**config.mk**
```make
export PLATFORM = sky130hd
export DESIGN_NAME = sorted_double_ended_queue_flat
export DESIGN_NICKNAME = d
export VERILOG_FILES = /design/src/hw/rtl/sdq_pkg.sv /design/src/hw/rtl/sdq_req_if.sv /design/src/hw/rtl/sdq_rsp_if.sv /design/src/hw/rtl/sdq_cell.sv /design/src/hw/rtl/sorted_double_ended_queue.sv /design/src/flat_wrapper.sv
export SDC_FILE = /design/constraint.sdc
export NUM_CORES = 2
export LEC_CHECK = 0
export CORE_MARGIN = 1.5
export CORE_UTILIZATION = 40
export CTS_CLUSTER_SIZE = 14
export DETAILED_ROUTE_END_ITERATION = 7
export DONT_BUFFER_PORTS = 1
export PLACE_DENSITY = 0.62
export SETUP_SLACK_MARGIN = 0.3
export SYNTH_ARGS = -nofsm -noshare
export SYNTH_HDL_FRONTEND = slang
export SYNTH_HIERARCHICAL = 1
export SYNTH_SLANG_ARGS = --single-unit
```
**constraint.sdc**
```tcl
create_clock -name clk_i -period 9.1 [get_ports clk_i]
set_clock_uncertainty 0.15 [all_clocks]
set_input_delay 0.455 -clock clk_i [delete_from_list [all_inputs] [get_ports clk_i]]
set_output_delay 0.455 -clock clk_i [all_outputs]
set_load 0.02 [all_outputs]
```
**src/hw/rtl/sdq_pkg.sv**
```systemverilog
// ----------------------------------------------------------------------------
// sdq_pkg
// Shared types and constants of the sorted double-ended queue.
// ----------------------------------------------------------------------------
package sdq_pkg;

  // Number of cells in the sorted chain.
  localparam int unsigned Capacity = 16;
  // Width of one held value.
  localparam int unsigned ValW     = 32;
  // Width of the held count, wide enough to hold Capacity itself.
  localparam int unsigned CntW     = $clog2(Capacity + 1);
  // Width of a cell index.
  localparam int unsigned IdxW     = $clog2(Capacity);
  // Width of the count field on the result channel.
  localparam int unsigned CountW   = 5;

  typedef logic signed [ValW-1:0] slot_t;

  typedef enum logic [1:0] {
    ACT_INSERT  = 2'd0,
    ACT_POP_MIN = 2'd1,
    ACT_POP_MAX = 2'd2
  } action_e;

  typedef enum logic [1:0] {
    ST_DONE  = 2'd0,
    ST_FULL  = 2'd1,
    ST_EMPTY = 2'd2
  } status_e;

  // Command broadcast to every cell of the chain.
  typedef struct packed {
    logic  ins;
    logic  pop_min;
    slot_t value;
  } sdq_cmd_t;

endpackage

```
**src/hw/rtl/sdq_req_if.sv**
```systemverilog
// ----------------------------------------------------------------------------
// sdq_req_if
// Request channel: one operation and its operand per beat.
// ----------------------------------------------------------------------------
interface sdq_req_if import sdq_pkg::*; ();
  logic              valid;
  logic              ready;
  logic [1:0]        action;
  logic signed [31:0] value;

  modport source (output valid, output action, output value, input ready);
  modport sink   (input valid, input action, input value, output ready);
endinterface

```
**src/hw/rtl/sdq_rsp_if.sv**
```systemverilog
// ----------------------------------------------------------------------------
// sdq_rsp_if
// Response channel: status and queue summary, one beat per request.
// ----------------------------------------------------------------------------
interface sdq_rsp_if import sdq_pkg::*; ();
  logic                valid;
  logic                ready;
  logic [1:0]          status;
  logic [CountW-1:0]   count;
  logic signed [31:0]  smallest;
  logic signed [31:0]  largest;
  logic                empty_res;

  modport source (output valid, output status, output count, output smallest,
                  output largest, output empty_res, input ready);
  modport sink   (input valid, input status, input count, input smallest,
                  input largest, input empty_res, output ready);
endinterface

```
**src/hw/rtl/sdq_cell.sv**
```systemverilog
// ----------------------------------------------------------------------------
// sdq_cell
// One slot of the sorted chain: compares, shifts up on insert, down on pop-min.
// ----------------------------------------------------------------------------
module sdq_cell import sdq_pkg::*; (
  input  logic     clk_i,
  input  logic     occupied_i,
  input  sdq_cmd_t cmd_i,
  input  slot_t    left_value_i,
  input  logic     left_after_i,
  input  slot_t    right_value_i,
  output logic     after_o,
  output slot_t    value_o,
  output slot_t    value_d_o
);

  slot_t value_q;
  slot_t value_d;

  // The new value lands at or below this cell unless the cell holds a value
  // no greater than it; equal values stay in front of the new one.
  assign after_o = !(occupied_i && (value_q <= cmd_i.value));

  always_comb begin
    value_d = value_q;
    priority if (cmd_i.ins) begin
      if (after_o) begin
        value_d = left_after_i ? left_value_i : cmd_i.value;
      end
    end else if (cmd_i.pop_min) begin
      value_d = right_value_i;
    end
  end

  always_ff @(posedge clk_i) begin
    value_q <= value_d;
  end

  assign value_o   = value_q;
  assign value_d_o = value_d;

endmodule

```
**src/hw/rtl/sorted_double_ended_queue.sv**
```systemverilog
// ----------------------------------------------------------------------------
// sorted_double_ended_queue
// Bounded sorted multiset of signed values with insert, pop-min and pop-max.
// ----------------------------------------------------------------------------
// The queue holds up to Capacity signed 32-bit values in ascending order in a
// chain of cells, one value per cell, with the smallest in cell 0. Every
// request beat yields exactly one response beat. An insert is broadcast to all
// cells at once: each cell compares its value with the new one, the cells
// holding larger values move up one place and the new value drops into the
// gap, behind any equal values. A pop of the smallest shifts the whole chain
// down by one; a pop of the largest only shortens the count. An insert into a
// full queue and a pop from an empty one leave the contents alone and are
// flagged in the status; an unused action code does nothing and reports done.
// Each request is handled in the cycle of acceptance: the chain compare and
// shift settle then, and the response is presented from an output register
// on the following cycle. The request side stays ready while that register
// is empty or is being drained, so a new beat can be taken every cycle as
// long as responses are consumed. The store starts empty after reset.
// ----------------------------------------------------------------------------
module sorted_double_ended_queue import sdq_pkg::*; (
  input  logic         clk_i,
  input  logic         rst_ni,
  sdq_req_if.sink      req_i,
  sdq_rsp_if.source    rsp_o
);

  // Number of values held; cells at or above it contain stale data.
  logic [CntW-1:0] held_q;
  logic [CntW-1:0] held_d;

  logic            accept;
  logic            full;
  logic            empty;
  logic            do_ins;
  logic            do_pop_min;
  logic            do_pop_max;
  status_e         status;
  sdq_cmd_t        cmd;

  slot_t           cell_val   [Capacity];
  slot_t           cell_val_d [Capacity];
  logic            cell_after [Capacity];
  logic            cell_occ   [Capacity];

  logic [CntW-1:0] last_idx;

  // Output register of the response channel.
  logic            rsp_valid_q;
  logic [1:0]      rsp_status_q;
  logic [CountW-1:0] rsp_count_q;
  slot_t           rsp_smallest_q;
  slot_t           rsp_largest_q;
  logic            rsp_empty_q;

  // A new request is taken whenever the response register is free or is
  // handing its beat over in this cycle.
  assign req_i.ready = !rsp_valid_q || rsp_o.ready;
  assign accept      = req_i.valid && req_i.ready;

  assign full  = (held_q == CntW'(Capacity));
  assign empty = (held_q == '0);

  always_comb begin
    do_ins     = 1'b0;
    do_pop_min = 1'b0;
    do_pop_max = 1'b0;
    status     = ST_DONE;
    unique case (action_e'(req_i.action))
      ACT_INSERT: begin
        if (full) begin
          status = ST_FULL;
        end else begin
          do_ins = accept;
        end
      end
      ACT_POP_MIN: begin
        if (empty) begin
          status = ST_EMPTY;
        end else begin
          do_pop_min = accept;
        end
      end
      ACT_POP_MAX: begin
        if (empty) begin
          status = ST_EMPTY;
        end else begin
          do_pop_max = accept;
        end
      end
      default: begin
        status = ST_DONE;
      end
    endcase
  end

  always_comb begin
    held_d = held_q;
    priority if (do_ins) begin
      held_d = held_q + CntW'(1);
    end else if (do_pop_min || do_pop_max) begin
      held_d = held_q - CntW'(1);
    end
  end

  assign cmd.ins     = do_ins;
  assign cmd.pop_min = do_pop_min;
  assign cmd.value   = req_i.value;

  // The chain: each cell sees its left neighbor for inserts and its right
  // neighbor for pops of the smallest value.
  for (genvar i = 0; i < Capacity; i++) begin : g_cell
    slot_t left_value;
    logic  left_after;
    slot_t right_value;

    assign cell_occ[i] = (CntW'(i) < held_q);

    if (i == 0) begin : g_first
      assign left_value = '0;
      assign left_after = 1'b0;
    end else begin : g_inner
      assign left_value = cell_val[i-1];
      assign left_after = cell_after[i-1];
    end

    if (i == Capacity - 1) begin : g_last
      assign right_value = cell_val[i];
    end else begin : g_body
      assign right_value = cell_val[i+1];
    end

    sdq_cell u_cell (
      .clk_i        (clk_i),
      .occupied_i   (cell_occ[i]),
      .cmd_i        (cmd),
      .left_value_i (left_value),
      .left_after_i (left_after),
      .right_value_i(right_value),
      .after_o      (cell_after[i]),
      .value_o      (cell_val[i]),
      .value_d_o    (cell_val_d[i])
    );
  end

  // Index of the top held value after this request; only used when non-empty.
  assign last_idx = held_d - CntW'(1);

  always_ff @(posedge clk_i or negedge rst_ni) begin
    if (!rst_ni) begin
      held_q      <= '0;
      rsp_valid_q <= 1'b0;
    end else begin
      held_q <= held_d;
      if (accept) begin
        rsp_valid_q <= 1'b1;
      end else if (rsp_o.ready) begin
        rsp_valid_q <= 1'b0;
      end
    end
  end

  always_ff @(posedge clk_i) begin
    if (accept) begin
      rsp_status_q   <= status;
      rsp_count_q    <= CountW'(held_d);
      rsp_empty_q    <= (held_d == '0);
      rsp_smallest_q <= (held_d == '0) ? '0 : cell_val_d[0];
      rsp_largest_q  <= (held_d == '0) ? '0 : cell_val_d[last_idx[IdxW-1:0]];
    end
  end

  assign rsp_o.valid     = rsp_valid_q;
  assign rsp_o.status    = rsp_status_q;
  assign rsp_o.count     = rsp_count_q;
  assign rsp_o.smallest  = rsp_smallest_q;
  assign rsp_o.largest   = rsp_largest_q;
  assign rsp_o.empty_res = rsp_empty_q;

endmodule

```
**src/flat_wrapper.sv**
```systemverilog
// flat-port wrapper written by rule: the top's interface ports become plain ports
module sorted_double_ended_queue_flat import sdq_pkg::*;
  (clk_i, rst_ni, req_i_valid, req_i_action, req_i_value, req_i_ready, rsp_o_valid, rsp_o_status, rsp_o_count, rsp_o_smallest, rsp_o_largest, rsp_o_empty_res, rsp_o_ready);
  sdq_req_if req_i_i ();
  sdq_rsp_if rsp_o_i ();
  input  logic clk_i;
  input  logic rst_ni;
  input wire logic [$bits(req_i_i.valid)-1:0] req_i_valid;
  input wire logic [$bits(req_i_i.action)-1:0] req_i_action;
  input wire logic [$bits(req_i_i.value)-1:0] req_i_value;
  output wire logic [$bits(req_i_i.ready)-1:0] req_i_ready;
  output wire logic [$bits(rsp_o_i.valid)-1:0] rsp_o_valid;
  output wire logic [$bits(rsp_o_i.status)-1:0] rsp_o_status;
  output wire logic [$bits(rsp_o_i.count)-1:0] rsp_o_count;
  output wire logic [$bits(rsp_o_i.smallest)-1:0] rsp_o_smallest;
  output wire logic [$bits(rsp_o_i.largest)-1:0] rsp_o_largest;
  output wire logic [$bits(rsp_o_i.empty_res)-1:0] rsp_o_empty_res;
  input wire logic [$bits(rsp_o_i.ready)-1:0] rsp_o_ready;
  assign req_i_i.valid = req_i_valid;
  assign req_i_i.action = req_i_action;
  assign req_i_i.value = req_i_value;
  assign req_i_ready = req_i_i.ready;
  assign rsp_o_valid = rsp_o_i.valid;
  assign rsp_o_status = rsp_o_i.status;
  assign rsp_o_count = rsp_o_i.count;
  assign rsp_o_smallest = rsp_o_i.smallest;
  assign rsp_o_largest = rsp_o_i.largest;
  assign rsp_o_empty_res = rsp_o_i.empty_res;
  assign rsp_o_i.ready = rsp_o_ready;
  sorted_double_ended_queue u_core (.clk_i(clk_i), .rst_ni(rst_ni), .req_i(req_i_i), .rsp_o(rsp_o_i));
endmodule
```
After elaboration in Yosys (flattened, before gate mapping)
Index checks and enable logic that the tools add are counted.
W data, S select, Z words.
{"block": "op_classes", "add_sub_neg": 3, "magnitude_cmp": 33, "eq_ne": 3, "muxes": 77, "n_bitwise": 1, "reduce_logical": 25}
{"operator": "$mux W32", "n": 64}
{"operator": "$le A32 B32 Y1", "n": 16}
{"operator": "$bmux W32 S4", "n": 1}
{"operator": "$lt A4 B5 Y1 const A", "n": 8}
{"operator": "$lt A3 B5 Y1 const A", "n": 4}
{"operator": "$logic_and A1 B1 Y1", "n": 17}
{"operator": "$logic_not A5 Y1", "n": 2}
{"operator": "$lt A1 B5 Y1 const A", "n": 2}
{"operator": "$lt A2 B5 Y1 const A", "n": 2}
{"operator": "$mux W5", "n": 2}
{"operator": "$mux W1", "n": 8}
{"operator": "$add A5 B1 Y5 const B", "n": 1}
{"operator": "$eq A5 B5 Y1 const B", "n": 1}
{"operator": "$ge A5 B5 Y1 const B", "n": 1}
{"operator": "$not A4 Y5", "n": 1}
{"operator": "$sub A5 B1 Y5 const B", "n": 1}
{"operator": "$pmux W2 S2", "n": 1}
{"operator": "$sub A4 B1 Y4 const B", "n": 1}
{"operator": "$eq A2 B1 Y1 const B", "n": 1}
{"operator": "$eq A2 B2 Y1 const B", "n": 1}
{"operator": "$logic_not A2 Y1", "n": 1}
{"operator": "$logic_or A1 B1 Y1", "n": 2}
{"operator": "$mux W2", "n": 1}
{"operator": "$reduce_bool A2 Y1", "n": 1}
{"operator": "other kinds (2)", "n": 2}
{"block": "totals", "register_bits": 590, "inputBits": 38, "word_cells": 165}

Longest topological paths before layout
{"block": "logic_depth", "depth_word": 13, "depth_mapped": 23, "mapped_depth_nobuf": 19}

Cells and area by module
Netlist, hierarchy kept.
{"module": "sdq_cell", "n_inst": 16, "cells_per_inst": 363, "area_each_um2": 2798.9}
{"module": "sorted_double_ended_queue", "n_inst": 1, "cells_per_inst": 1033, "area_each_um2": 8120.3}

Least setup slack after synthesis
Ideal clock, no wire load.
{"block": "synth_path", "path_type": "register to register", "startpoint": "reg u_core.rsp_valid_q (netlist: u_core/rsp_o.valid)", "endpoint": "reg u_core.rsp_largest_q[24] (netlist: u_core/rsp_o.largest[24]), data pin", "setup_time_ns": 0.269, "arrival_time_ns": 7.796, "required_ns": 8.681, "setup_slack_ns": 0.885, "stages_incl_launch_ff": 12, "synth_period_minus_slack_ns": 8.215, "path_cell_list": "dfrtp_1 > and2b_1 > nor2_1 > and3_1 > clkbuf_1 > nor2b_1 > a211oi_1 > a21oi_1 > mux4_2 > a21boi_0 > a221oi_1 > o31ai_1"}
{"element": "from (decl)", "line": "sorted_double_ended_queue.sv:48", "text": "logic rsp_valid_q;"}
{"element": "from (signal assigned)", "line": "sorted_double_ended_queue.sv:151", "text": "rsp_valid_q <= 1'b0;"}
{"element": "from (signal assigned)", "line": "sorted_double_ended_queue.sv:155", "text": "rsp_valid_q <= 1'b1;"}
{"element": "from (signal assigned)", "line": "sorted_double_ended_queue.sv:157", "text": "rsp_valid_q <= 1'b0;"}
{"element": "to (signal assigned)", "line": "sorted_double_ended_queue.sv:168", "text": "rsp_largest_q <= (held_d == '0) ? '0 : cell_val_d[last_idx[IdxW-1:0]];"}
{"element": "to (decl)", "line": "sorted_double_ended_queue.sv:52", "text": "slot_t rsp_largest_q;"}

Worst setup path after layout
{"block": "layout_path", "startpoint": "reg u_core.held_q[1]", "endpoint": "reg u_core.rsp_largest_q[14] (netlist: u_core/rsp_o.largest[14]), data pin"}
{"block": "layout_between", "elab_chain_len": 11, "elab_cells_between_ends": 112, "classes_between": "add/sub (3); order compare (16); eq/ne (1); mux (72); bitwise (1); reduce/logical (19)"}
{"element": "from (decl)", "line": "sorted_double_ended_queue.sv:28", "text": "logic [CntW-1:0] held_q;"}
{"element": "from (signal assigned)", "line": "sorted_double_ended_queue.sv:153", "text": "held_q <= held_d;"}
{"element": "parallel branches: the longest is 11 deep, another holds $sub A5 B1 Y5"}
Parallel ways; which one is timed is not known. The select of a mux whose other input is x is not followed.
A chain may end at the register's enable or synchronous reset.

==> impl_metrics.yaml <==
sta:
  period_share_pct: 74.24
  relSlewSlack_pct: 2.855
  final-max-slew-violation-count: 0
  fin_tns_setup_ps: 0
  fmax_ghz: 0.1480
  hold_violations: 0
  rsz0062_at_grt: "no"
  fin_crit_ps: 6756
  worst_pin_slew_ps: 1452
  setup_viol: 0
floorplan:
  fp.dieH_microns: 366.7
  pin_count: 112
  die_w_microns: 366.7
  row_count: 133
  coreArea_sq_mm: 0.1313
  die_area_sq_mm: 0.1345
  initial_utilization_pct: 40.29
synthesis:
  syn_avg_cell_area_sq_um: 7.733
  ys.flop_type: "dfxtp_1"
  syn_inst: 6841
  synth_fa_ha_area_share_pct: 12.30
  ys_ff_latch: 590
  synth_edf_count: 72
  synth-xor-area-share_pct: 0.1821
  synth_cell_type_count: 83
  synth-simple-area-share_pct: 17.76
  yosysSeqAreaShare_pct: 23.75
  yosysWarnings: 6
  synth_mux_area_share_pct: 11.61
  syn_area_sq_mm: 0.05290
  synth_compound_area_share_pct: 26.03
  synth_top_family_by_area: "compound AO/OA/AOI/OAI gates"
  synthArstFlopShare_pct: 1.017
clocking:
  clkLatencyLatePin_ps: 670
  cts.htree.levels: 3
  post_cts_buffers: 0
  cts_buffers: 79
  cts.reportedPaths.clkPinSlew_ps: 60
  cts.sinks: 590
  cts_tree: "yes"
  root_buffer: "clkbuf_16"
  ctsHoldBuffers: 7
  ctsResizeCount: 0
  cts_buffer_depth: 3
grt:
  grt_pass1_vias: 45450
  grt_antenna_before_repair: 9
  grt.total_usage_pct: 28.97
  overflow: 0
  grt_pass1_wl_mm: 298.2
  grt_max_degree: 192
worst_setup_path:
  worst-path-buf-inv: 5
  cp-end-kind: "register"
  cp_top_family: "buffers and inverters"
  worstPathArrival_ps: 7000
  path_class: "register to register"
  r2r_start: "u_core/held_q[1]"
  cp.required_ps: 9340
  crit_top_cell: "buf_4"
  crit_slowest_cell: "buf_4"
  r2r_end: "u_core/rsp_o.largest[14]"
  cp_slowest_stage_delay_ps: 870
  reg2reg_depth: 15
  path_cells: "clkinv_1, ha_1, nand4bb_1, nand3_1, buf_4, inv_8, o41ai_4, xnor2_2, inv_4, xnor2_4, buf_4, nand2_1, a21oi_1, a2111oi_2, nor3_1"
  cp_max_fo: 142
  r2r_setup_slack_ps: 2340
  startpoint_type: "register"
drt:
  wl_per_cell_microns: 24.40
  first_iter_violations: 6170
  antenna_left: 0
  viasPerCell: 6.008
  drc: 7
  routed_wl_mm: 204.5
  num_vias: 50340
  firstDrtPassIters: 8
hold_path:
  hold_depth: 2
  min_from: "req_i_value[30]"
  hp-class: "input port to register"
  hold-path-endpoint: "u_core/g_cell[0].u_cell/value_o[30]"
finish:
  multi_input_area_sq_mm: 0.03613
  fillCellCount: 13230
  final_cell_mix: "790 x nand2_1, 758 x a21oi_1, 601 x inv_1"
  layout-drive-gt1-share_pct: 4.396
  nets: 7115
  syn_to_final_growth_pct: 6.431
  ff_latch_area_sq_mm: 0.01256
  final_common_cell: "nand2_1"
run_status:
  status: "finished, violations left"
  violations: "DRC"
place:
  gp_congestion: 0.9827
  dp.final_hpwl_mm: 150.4
  io_buffer_count: 0
job:
  maxCapViolCount: 0
==> synthesized netlist by cell type, types with 17 or more instances <==
cell | number | area share [%]
nand3_1 | 137 | 1.3
a222oi_1 | 33 | 0.62
buf_4 | 52 | 0.74
inv_1 | 602 | 4.3
nor3_1 | 56 | 0.53
o21a_1 | 21 | 0.30
nor4_2 | 17 | 0.40
nand2b_1 | 20 | 0.24
ha_1 | 520 | 12
a221o_1 | 27 | 0.51
a2111oi_0 | 18 | 0.30
o41a_1 | 17 | 0.36
nor2_1 | 86 | 0.61
a21oi_1 | 758 | 7.2
nor2b_1 | 545 | 6.4
a22oi_1 | 28 | 0.40
clkbuf_1 | 323 | 2.3
nand4_1 | 98 | 1.2
o22ai_1 | 47 | 0.56
buf_6 | 19 | 0.40
and3_1 | 19 | 0.22
a211oi_1 | 507 | 7.2
mux2i_1 | 592 | 11
buf_2 | 26 | 0.25
buf_1 | 53 | 0.38
nand2_1 | 790 | 5.6
a21o_1 | 38 | 0.54
edfxtp_1 | 72 | 4.1
o21ai_0 | 527 | 5.0
dfxtp_1 | 512 | 19
o21ai_1 | 17 | 0.16
==> flip-flops by register name, summed over array words and instances (netlist names) <==
name,flops
u_core/g_cell.u_cell/value_o,512
u_core/rsp_o.largest,32
u_core/rsp_o.smallest,32
u_core/held_q,5
u_core/rsp_o.count,5
u_core/rsp_o.status,2
u_core/rsp_o.empty_res,1
u_core/rsp_o.valid,1
==> logic make-up after synthesis <==
kind of cell	after synthesis
muxes	602
adders and majority gates	520
DFF	590
other	1
and+or+nand+nor	1835
buffers and inverters	1080
AOI/OAI and AO/OA	2205
xor gates and xnor gates	8
==> routing by layer <==
layer	share of wire [%]	GRT usage [%]
met5	0.062	0.7479
met4	3.5	10.07
met3	9.6	5.846
met2	42	42.79
met1	45	41.35
==> metrics by stage <==
stage / worst slack, ps / utilization [%] / hold WS (ps) / instance area, sq um / cells
floorplan: 884.6 / - / 9.409 / 53020 / 6873
global placement: 2059 / 40.93 / 9.565 / 53740 / 8223
detailed placement: 2571 / 40.94 / 9.529 / 53760 / 8224
CTS: 2517 / 42.88 / 1.386 / 56300 / 8374
global route: 2188 / 42.88 / 65.68 / 56300 / 8375
finish: 2344 / 42.88 / 58.33 / 56310 / 8378
==> worst reg2reg max path: cells and delay by family, from the launching register on <==
family                     cells  cell delay, ps
DFF                            1             610
xor gates and xnor gates       2            1150
AOI/OAI and AO/OA              3             460
and+or+nand+nor                4            1030
adders and majority gates      1             430
buffers and inverters          5            2660
==> layout make-up <==
type	instances	share of cell area, %
clock inverter	23	0.2889
multi-input combinational	5203	64.16
timing repair buffer	76	1.162
sequential	590	22.31
clock buffer	120	4.093
inverter	607	4.067
antenna	4	0.01778
tap	1755	3.900
==> worst max-delay path by stage <==
stage                     slack (ps)                from  cells past startpoint                  endpoint
after global placement          2060    u_core/held_q[1]                     14   u_core/rsp_o.largest[1]
after floorplan                  880  u_core/rsp_o.valid                     11  u_core/rsp_o.largest[24]
final                           2340    u_core/held_q[1]                     15  u_core/rsp_o.largest[14]
after detailed placement        2570    u_core/held_q[1]                     14  u_core/rsp_o.largest[31]
after CTS                       2520    u_core/held_q[1]                     14  u_core/rsp_o.largest[31]
after global routing            2190    u_core/held_q[1]                     15  u_core/rsp_o.largest[14]
Power is not shown: default switching activity piles up to over one toggle a cycle in this logic, so the estimate is an artifact.
